$ cat config.mk
export PLATFORM = sky130hd
export DESIGN_NAME = bba_ctrl
export DESIGN_NICKNAME = d
export VERILOG_FILES = /design/src/hdl/bba_pkg.sv /design/src/hdl/bba_ctrl.sv
export SDC_FILE = /design/constraint.sdc
export NUM_CORES = 1
export LEC_CHECK = 0
export BUFFER_PORTS_ARGS = -buffer_cell sky130_fd_sc_hd__buf_2
export CAP_MARGIN = 20
export CELL_PAD_IN_SITES_DETAIL_PLACEMENT = 0
export CELL_PAD_IN_SITES_GLOBAL_PLACEMENT = 2
export CORE_MARGIN = 2
export CORE_UTILIZATION = 29
export DETAILED_ROUTE_END_ITERATION = 10
export PLACE_DENSITY = 0.82
export SYNTH_ARGS = -nofsm -noshare
export SYNTH_HDL_FRONTEND = slang
export SYNTH_SLANG_ARGS = --single-unit
$ cat constraint.sdc
create_clock -name clk -period 2.59 [get_ports clk]
set_input_delay 0.259 -clock clk [delete_from_list [all_inputs] [get_ports clk]]
set_output_delay 0.259 -clock clk [all_outputs]
set_load 0.02 [all_outputs]
$ cat src/hdl/bba_pkg.sv
// Shared types, constants and control/status bundles for the buddy block allocator.
// Used by bba_ctrl, bba_dpath and buddy_block_allocator; depends on nothing else.
package bba_pkg;

    // Tree geometry: node 1 (one-based) is the root, node p has children 2p and 2p+1
    localparam int MAX_LEVEL  = 10;
    localparam int SIZE_W     = 16;
    localparam int NODE_W     = MAX_LEVEL + 1;
    localparam int MEM_DEPTH  = 2 ** NODE_W;
    localparam int LVL_W      = $clog2(MAX_LEVEL + 1);
    localparam int STATUS_W   = 2;
    localparam int OUT_W      = 16;
    localparam int OUT_PAD_W  = OUT_W - STATUS_W - NODE_W;

    localparam logic [SIZE_W-1:0] TOTAL_RESET = SIZE_W'(1024);

    typedef logic [SIZE_W-1:0] size_t;
    typedef logic [NODE_W-1:0] node_t;
    typedef logic [LVL_W-1:0]  lvl_t;

    // Per-node tree state
    typedef enum logic [1:0] {
        NS_FREE  = 2'd0,
        NS_DIV   = 2'd1,
        NS_ALLOC = 2'd2
    } nstate_t;

    // Result status codes
    typedef enum logic [STATUS_W-1:0] {
        RS_OK      = 2'd0,
        RS_BADSIZE = 2'd1,
        RS_FULL    = 2'd2,
        RS_NOMATCH = 2'd3
    } res_t;

    // Operation carried on tuser
    typedef enum logic {
        OP_ALLOC = 1'b0,
        OP_FREE  = 1'b1
    } op_t;

    // Commands from controller to datapath
    typedef struct packed {
        logic clr_step;
        logic start;
        logic lvl_step;
        logic descend;
        logic sibling;
        logic ascend;
        logic take_best;
        logic goto_leaf;
        logic goto_best;
        logic wr_alloc;
        logic wr_div;
        logic wr_free;
        logic rd_sib;
        logic set_res;
        res_t res_code;
    } ctl_t;

    // Status from datapath to controller
    typedef struct packed {
        logic    clr_done;
        logic    req_bad;
        logic    lvl_more;
        logic    p_root;
        logic    p_odd;
        logic    dep_at_lvl;
        logic    dep_below_max;
        logic    best_valid;
        logic    p_better;
        logic    size_match;
        nstate_t rd_state;
    } sts_t;

endpackage

$ cat src/hdl/bba_ctrl.sv
// Controller of the buddy block allocator: clearing pass, level search, tree walk,
// marking and merging. Depends on bba_pkg; drives bba_dpath through ctl_t.
module bba_ctrl (
    input  logic          clk,
    input  logic          rst_n,
    input  logic          in_valid,
    input  logic          in_op,
    output logic          in_ready,
    input  logic          out_ready,
    output logic          out_valid,
    input  bba_pkg::sts_t sts,
    output bba_pkg::ctl_t ctl
);
    import bba_pkg::*;

    typedef enum logic [3:0] {
        S_CLEAR,
        S_IDLE,
        S_CHECK,
        S_LVL,
        S_WRD,
        S_WEV,
        S_WADV,
        S_AMARK,
        S_AUP,
        S_ADIV,
        S_FWFREE,
        S_FSRD,
        S_FSEV,
        S_RES
    } state_t;

    state_t state_reg, state_next;
    op_t    op_reg, op_next;
    res_t   code_reg, code_next;
    logic   out_vld_reg, out_vld_next;

    assign in_ready  = (state_reg == S_IDLE);
    assign out_valid = out_vld_reg;

    // Next state and commands
    always_comb
    begin
        state_next   = state_reg;
        op_next      = op_reg;
        code_next    = code_reg;
        ctl          = '0;
        ctl.res_code = code_reg;

        unique case (state_reg)
            S_CLEAR:
            begin
                ctl.clr_step = 1'b1;
                if (sts.clr_done)
                    state_next = S_IDLE;
            end
            S_IDLE:
            begin
                if (in_valid)
                begin
                    ctl.start = 1'b1;
                    op_next   = op_t'(in_op);
                    if (op_t'(in_op) == OP_FREE)
                        state_next = S_WRD;
                    else
                        state_next = S_CHECK;
                end
            end
            S_CHECK:
            begin
                if (sts.req_bad)
                begin
                    code_next  = RS_BADSIZE;
                    state_next = S_RES;
                end
                else
                    state_next = S_LVL;
            end
            // Find the deepest level whose block still holds the request
            S_LVL:
            begin
                if (sts.lvl_more)
                    ctl.lvl_step = 1'b1;
                else
                    state_next = S_WRD;
            end
            S_WRD:
                state_next = S_WEV;
            // Judge the node just read
            S_WEV:
            begin
                if (op_reg == OP_ALLOC)
                begin
                    if (sts.dep_at_lvl)
                    begin
                        if (sts.rd_state == NS_FREE)
                        begin
                            ctl.take_best = 1'b1;
                            state_next    = S_AMARK;
                        end
                        else
                            state_next = S_WADV;
                    end
                    else
                    begin
                        unique case (sts.rd_state)
                            NS_FREE:
                            begin
                                // whole subtree free: take its leftmost block
                                ctl.goto_leaf = 1'b1;
                                state_next    = S_AMARK;
                            end
                            NS_DIV:
                            begin
                                ctl.descend = 1'b1;
                                state_next  = S_WRD;
                            end
                            default:
                                state_next = S_WADV;
                        endcase
                    end
                end
                else
                begin
                    unique case (sts.rd_state)
                        NS_ALLOC:
                        begin
                            if (sts.size_match && sts.p_better)
                                ctl.take_best = 1'b1;
                            state_next = S_WADV;
                        end
                        NS_DIV:
                        begin
                            // descendants only beat the best match if p does
                            if (sts.p_better && sts.dep_below_max)
                            begin
                                ctl.descend = 1'b1;
                                state_next  = S_WRD;
                            end
                            else
                                state_next = S_WADV;
                        end
                        default:
                            state_next = S_WADV;
                    endcase
                end
            end
            // Move to the next subtree in left-to-right order
            S_WADV:
            begin
                if (sts.p_root)
                begin
                    if (op_reg == OP_ALLOC)
                    begin
                        code_next  = RS_FULL;
                        state_next = S_RES;
                    end
                    else if (sts.best_valid)
                    begin
                        ctl.goto_best = 1'b1;
                        state_next    = S_FWFREE;
                    end
                    else
                    begin
                        code_next  = RS_NOMATCH;
                        state_next = S_RES;
                    end
                end
                else if (sts.p_odd)
                    ctl.ascend = 1'b1;
                else
                begin
                    ctl.sibling = 1'b1;
                    state_next  = S_WRD;
                end
            end
            S_AMARK:
            begin
                ctl.wr_alloc = 1'b1;
                state_next   = S_AUP;
            end
            // Mark every ancestor as divided
            S_AUP:
            begin
                if (sts.p_root)
                begin
                    code_next  = RS_OK;
                    state_next = S_RES;
                end
                else
                begin
                    ctl.ascend = 1'b1;
                    state_next = S_ADIV;
                end
            end
            S_ADIV:
            begin
                ctl.wr_div = 1'b1;
                state_next = S_AUP;
            end
            // Free the node, then merge upward while the buddy is free
            S_FWFREE:
            begin
                ctl.wr_free = 1'b1;
                state_next  = S_FSRD;
            end
            S_FSRD:
            begin
                if (sts.p_root)
                begin
                    code_next  = RS_OK;
                    state_next = S_RES;
                end
                else
                begin
                    ctl.rd_sib = 1'b1;
                    state_next = S_FSEV;
                end
            end
            S_FSEV:
            begin
                if (sts.rd_state == NS_FREE)
                begin
                    ctl.ascend = 1'b1;
                    state_next = S_FWFREE;
                end
                else
                begin
                    code_next  = RS_OK;
                    state_next = S_RES;
                end
            end
            // Hand the word to the output register once it has room
            S_RES:
            begin
                if (!out_vld_reg || out_ready)
                begin
                    ctl.set_res = 1'b1;
                    state_next  = S_IDLE;
                end
            end
            default:
                state_next = S_IDLE;
        endcase
    end

    // Output valid: set on load, drop once taken
    always_comb
    begin
        if (ctl.set_res)
            out_vld_next = 1'b1;
        else if (out_ready)
            out_vld_next = 1'b0;
        else
            out_vld_next = out_vld_reg;
    end

    // State and registered outputs
    always_ff @(posedge clk or negedge rst_n)
    begin
        if (!rst_n)
        begin
            state_reg   <= S_CLEAR;
            op_reg      <= OP_ALLOC;
            code_reg    <= RS_OK;
            out_vld_reg <= 1'b0;
        end
        else
        begin
            state_reg   <= state_next;
            op_reg      <= op_next;
            code_reg    <= code_next;
            out_vld_reg <= out_vld_next;
        end
    end

endmodule

==> metrics.md, run 1 <==
| Metric | Value |
|---|---|
| Outcome | complete, no violations |
| Placed cell area | 1120 um2 |
| Nets | 164 |
| Antenna Nets Post-Route | 0 |
| GRT Total Usage | 0.147 |
| RSZ-0062 raised after global routing | no |
| Mean Syn Cell Area | 8.28 um2 |
| Number of global-route vias before repair | 917 |
| Worst setup path class | flop to output port |
| Critical path arrival | 2010 ps |
| Placed Instances | 185 |
| Number of flops mapped to enable cells by yosys | 0 |
| WL/cell | 13.2 um |
| Remaining DRCs | 0 |
| First-pass GRT wire length | 4130 um |
| Global routing's busiest layer | met2 |
| VDD IR max | 0.271 mV |
| Slew Viols, Final | 0 |
| Number of buffers created by CTS | 3 |
| Fin crit share | 0.876 |
| Worst Setup Start Kind | flop |
| Register-to-register setup slack | 630 ps |
| Area of the mapped netlist | 952 um2 |
| Worst Path Max Fanout | 21 |
| CTS tree | yes |
| Routing usage on met2 | 0.233 |
| Die H | 61.3 um |
| Area grow syn2layout | 20.6% |
| Row cnt | 20 |
| First DRT Iteration DRCs | 27 |
| Antenna violations before repair | 0 |
| Grt met3 use | 0.0189 |
| Pre-CTS WS | 589 ps |
| Port Buffers | 34 |
| Top FF cell, synth | dfrtp_1 |
| Register area share after synthesis | 0.210 |
| Clock Latency Late Sink | 250 ps |
| Postcts setup bufs | 0 |
| Number of gates resized after cts | 0 |
| H-tree levels | 1 |
| Critical Path RT | 2330 ps |
| Clock skew | 4.12 ps |
| # hold bufs at CTS | 1 |
| Fmax | 441 MHz |
| Hold violation count in the final report | 0 |
| Relative slew slack | 0.565 |
| Ratio of cells with drive above 1 in the final layout | 0.386 |
| Final HPWL DP | 1940 um |
| Pleak | 0.520 nW |
| Die Span X | 61.3 um |
| Grt total ovfl | 0 |
| CTS Sinks | 8 |
| Fin util | 0.373 |
| Synthesis-stage register bit count | 8 |
| Routed vias | 961 |
| Clock buffer depth | 2 |
| Worst-path clk slew | 50 ps |
| Setup_tns | 0 ps |
| Fin cells | 189 |
| Mapped Cells | 115 |
| Max reg flops | 4 |
| Max cap viols | 0 |
| Worst slew pin tran | 652 ps |
| First-pass DRT Iterations | 4 |
| FFs w/ async S/R, synth | 1.00 |
| Synth unique cells | 49 |
| Final wirelength | 2490 um |
| Final setup fails | 0 |
| GPL Wtd Cong | 0.798 |
| Root buffer cell | clkbuf_4 |
| I/O Pins | 35 |
| Synth warnings | 0 |
| Post-layout min period | 2270 ps |
| Met1 Usage GRT | 0.210 |
| Hold Crit Class | input pin to flop |
| Full die area | 3760 um2 |
| Starting Density | 0.309 |
| Final worst slack | 322 ps |
| Core Box Area | 3080 um2 |
| Via-to-Cell Ratio | 5.08 |
| Largest net degree at the start of global routing | 22 |
| Fin area | 1150 um2 |
| Diode count | 0 |
| Total power per unit cell area | 1030 nW/um2 |
| CP Capture Type | output port |
| Syn Nets | 132 |
==> layer usage <==
layer / up-vias / routed length [um]
met1: 444 / 1210
met3: 2 / 103
met4: 0 / 22
met5: - / 0
li1: 483 / -
met2: 32 / 1150
==> layout make-up <==
| type | instances | area, um2 |
|---|---|---|
| clock buffer | 3 | 22.5 |
| fill | 339 | 1930 |
| inverter | 3 | 11.3 |
| multi-input combinational | 93 | 657 |
| sequential | 8 | 200 |
| tap | 44 | 55.1 |
| timing repair buffer | 38 | 203 |
==> logic make-up (layout without fill, tap and decap cells) <==
| logic type | Yosys count | in the layout | synth area share |
|---|---|---|---|
| AND/OR/NAND/NOR | 60 | 60 | 0.381 |
| AO/OA/AOI/OAI | 27 | 27 | 0.229 |
| buffers and inverters | 14 | 44 | 0.0999 |
| flip-flops | 8 | 8 | 0.210 |
| multiplexers | 6 | 6 | 0.0802 |
==> synth_stat cells (3+ instances only) <==
library cell	number	area (um2)
nor2_1	12	45.0
nand3_1	3	15.0
buf_4	4	30.0
a21oi_1	3	15.0
nand2_1	11	41.3
dfrtp_1	8	200
and2b_1	3	22.5
mux2_4	3	45.0
buf_2	4	20.0
nor3_1	6	30.0
o21ai_0	3	15.0
inv_1	3	11.3
buf_6	3	33.8
nand2b_1	4	25.0
==> worst max-delay path, cell delays in order, from the launching register on <==
cell     delay (ps)
dfrtp_1         610
and2b_1         340
nand2_1         110
or4_1           440
nor2_1          100
buf_2           170
==> metrics by stage <==
| step | power (mW) | hold slack (ps) |
|---|---|---|
| after global placement | 1.10 | 107 |
| final | 1.18 | 288 |
| after global routing | 1.30 | 286 |
| after floorplan | 0.959 | -36.6 |
| after CTS | 1.18 | 285 |
| after detailed placement | 1.09 | 110 |
==> worst paths after layout <==
kind / to / cells past startpoint / startpoint
setup / recovery: ctl[8] / 5 / state_reg[3]
hold / removal: state_reg[1] / 3 / sts[7]
setup reg to reg: state_reg[0] / 5 / state_reg[3]
hold reg to reg: code_reg[1] / 1 / code_reg[1]
max in group asynchronous: out_valid / 2 / rst_n
min in group asynchronous: code_reg[1] / 2 / rst_n
==> placed cells by master, fill, tap and decap left out, types with 2 or more instances in the layout <==
master     instances
mux2_4             3
o2111ai_1          2
nand2b_1           4
nand3_1            3
a41oi_1            2
o21ai_0            3
nand3_2            2
mux2i_1            2
inv_1              3
buf_2             34
buf_4              3
nor2_1            12
nor3_1             6
and2b_1            3
nand4_1            2
dfrtp_1            8
nor3b_1            2
nand2_1           11
a31oi_1            2
nor2b_2            2
o21ai_1            2
nor2_2             2
a21oi_1            3
clkbuf_4           3
==> power breakdown <==
group          internal, mW  switching, mW  leakage, nW  total, mW
Combinational         0.353          0.410        0.408      0.763
Clock                0.0528         0.0395       0.0138     0.0923
Sequential            0.181          0.146       0.0983      0.327
Total                 0.587          0.596        0.520       1.18
No activity file was read; power rests on OpenSTA's default activity.
==> run 2: changes to the inputs <==
CORE_ASPECT_RATIO = 1.4   (was unset)
CORE_UTILIZATION = 24   (was 29)
CTS_BUF_LIST = sky130_fd_sc_hd__clkbuf_16   (was unset)
PLACE_DENSITY = 0.73   (was 0.82)
clock period = 1.9 ns   (was 2.59 ns; I/O delays follow)
==> run 2 against run 1 <==
- sequential share of layout area shrank 2.8 points
- highest routed layer unchanged
- critical path type unchanged
- flip-flop and latch count is the same
- critical endpoint unchanged
- count of clock-buffer cells in the layout stayed put
- final cell count is 8.5% higher
==> metrics.md, run 2 (same netlist as run 1, synthesis figures left out) <==
| Metric | Value |
|---|---|
| Outcome | complete, no violations |
| Clock skew | 0.244 ps |
| Ratio of cells with drive above 1 in the final layout | 0.488 |
| Via-to-Cell Ratio | 5.25 |
| Die Span X | 57.2 um |
| Die H | 78.5 um |
| WL/cell | 15.1 um |
| Commonest non-fill, non-tap cell in the layout | buf_2 |
| Number of global-route vias before repair | 1060 |
| I/O Pins | 35 |
| Full die area | 4490 um2 |
| Diode count | 0 |
| Placed cell area | 1190 um2 |
| Fmax | 544 MHz |
| Fin util | 0.357 |
| Routed vias | 1076 |
| Pre-CTS WS | 95.7 ps |
| Total power per unit cell area | 1610 nW/um2 |
| Nets | 181 |
| Max reg flops | 4 |
| Clock Latency Late Sink | 230 ps |
| First-pass DRT Iterations | 4 |
| Fin area | 1390 um2 |
| Setup crit start | state_reg[2] |
| Fin cells | 205 |
| Pleak | 0.645 nW |
| Crit-path slowest cell | or4_4 |
| Worst path bufs/invs | 2 |
| Crit. path cell count | 6 |
| Final setup fails | 0 |
| H-tree levels | 1 |
| Largest net degree at the start of global routing | 15 |
| Port Buffers | 34 |
| Power Total | 2.23 mW |
| Core Box Area | 3880 um2 |
| Final HPWL DP | 2300 um |
| Hold violation count in the final report | 0 |
| Critical path endpoint | ctl[8] |
| CP Capture Type | output port |
| Relative slew slack | 0.757 |
| GRT Total Usage | 0.142 |
| Antenna violations before repair | 0 |
| Setup_tns | 0 ps |
| Worst slew pin tran | 355 ps |
| Max cap viols | 0 |
| CP max stage delay | 440 ps |
| Worst-path clk slew | 40 ps |
| Area grow syn2layout | 45.9% |
| Antenna Nets Post-Route | 0 |
| CTS Sinks | 8 |
| Top delay family on crit path | simple AND/OR/NAND/NOR gates |
| Critical Path RT | 1710 ps |
| Worst Setup Start Kind | flop |
| RSZ-0062 raised after global routing | yes |
| Row cnt | 27 |
| Root buffer cell | clkbuf_16 |
| VDD IR max | 0.696 mV |
| Worst setup path class | flop to output port |
| Final wirelength | 3090 um |
| Remaining DRCs | 0 |
| Critical path arrival | 1650 ps |
| Worst Path Max Fanout | 6 |
| R2r endpoint | state_reg[2] |
| R2R depth | 7 |
| Final worst slack | 60.8 ps |
| First-pass GRT wire length | 4990 um |
| Slew Viols, Final | 0 |
| GPL Wtd Cong | 0.843 |
| Clock buffer depth | 2 |
| Hold_ws | 238 ps |
| Register-to-register setup slack | 100 ps |
| Number of buffers created by CTS | 3 |
| Starting Density | 0.245 |
| Fin crit share | 0.968 |
| CTS tree | yes |
| Placed Instances | 193 |
| First DRT Iteration DRCs | 15 |
| Grt total ovfl | 0 |
| Worst path cell trace | buf_12, and2b_2, nand2_2, or4_4, nor2_4, buf_6 |
| Reg-to-reg startpoint | state_reg[2] |
| Most frequent cells in the layout | buf_2 (33), buf_4 (18), nor2_1 (11) |
| Post-layout min period | 1840 ps |
| Hold Crit Class | input pin to flop |
-- run 2: changes by cell type in the layout (fill, tap and decap cells not counted), moves of 2 or more --
cell / previous run / this run
dfrtp_1: 8 / 6
clkbuf_16: 0 / 3
dfrtp_2: 0 / 2
clkbuf_4: 3 / 0
buf_4: 3 / 18
-- run 2: what timing repair did --
action	in CTS	in global routing
hold buffers	1	0
gates cloned	1	0
setup buffers	3	4
hold endpoints to repair	8	0
gates resized for setup	4	5
setup endpoints to repair	1	2
-- run 2: worst min-delay path by stage --
stage	from	to	slack [ps]	depth (start not counted)
after floorplan	rst_n	code_reg[0]	-110	0
after global placement	rst_n	code_reg[0]	40	1
after detailed placement	rst_n	code_reg[0]	40	1
after CTS	sts[7]	state_reg[1]	240	3
after global routing	sts[7]	state_reg[1]	260	3
final	sts[7]	state_reg[1]	240	3
-- run 2: power by group --
| part | switching (mW) | internal [mW] | total [mW] |
|---|---|---|---|
| Combinational | 0.764 | 0.766 | 1.53 |
| Sequential | 0.0904 | 0.255 | 0.345 |
| Clock | 0.0843 | 0.271 | 0.356 |
-- run 2: worst register-to-register path, cell delays in order, from the launching register on --
cell and delay (ps):
dfrtp_1 400, buf_12 150, buf_4 140, nor2_1 260, and4_4 280, a21oi_2 50
nand3_2 100, mux2_4 300
-- run 2: routing by layer --
layer  track usage  wire, um  vias to the layer above
met5             0         0                        -
met4        0.0605        67                        0
met3        0.0132       158                        6
met2         0.266      1700                       35
met1         0.159      1170                      518
li1              -         -                      517
-- run 2: cell type report --
class	instances	area, um2
fill	411	2500
sequential	8	203
multi-input combinational	93	672
timing repair buffer	55	374
inverter	3	11.3
tap	43	53.8
clock buffer	3	75.1
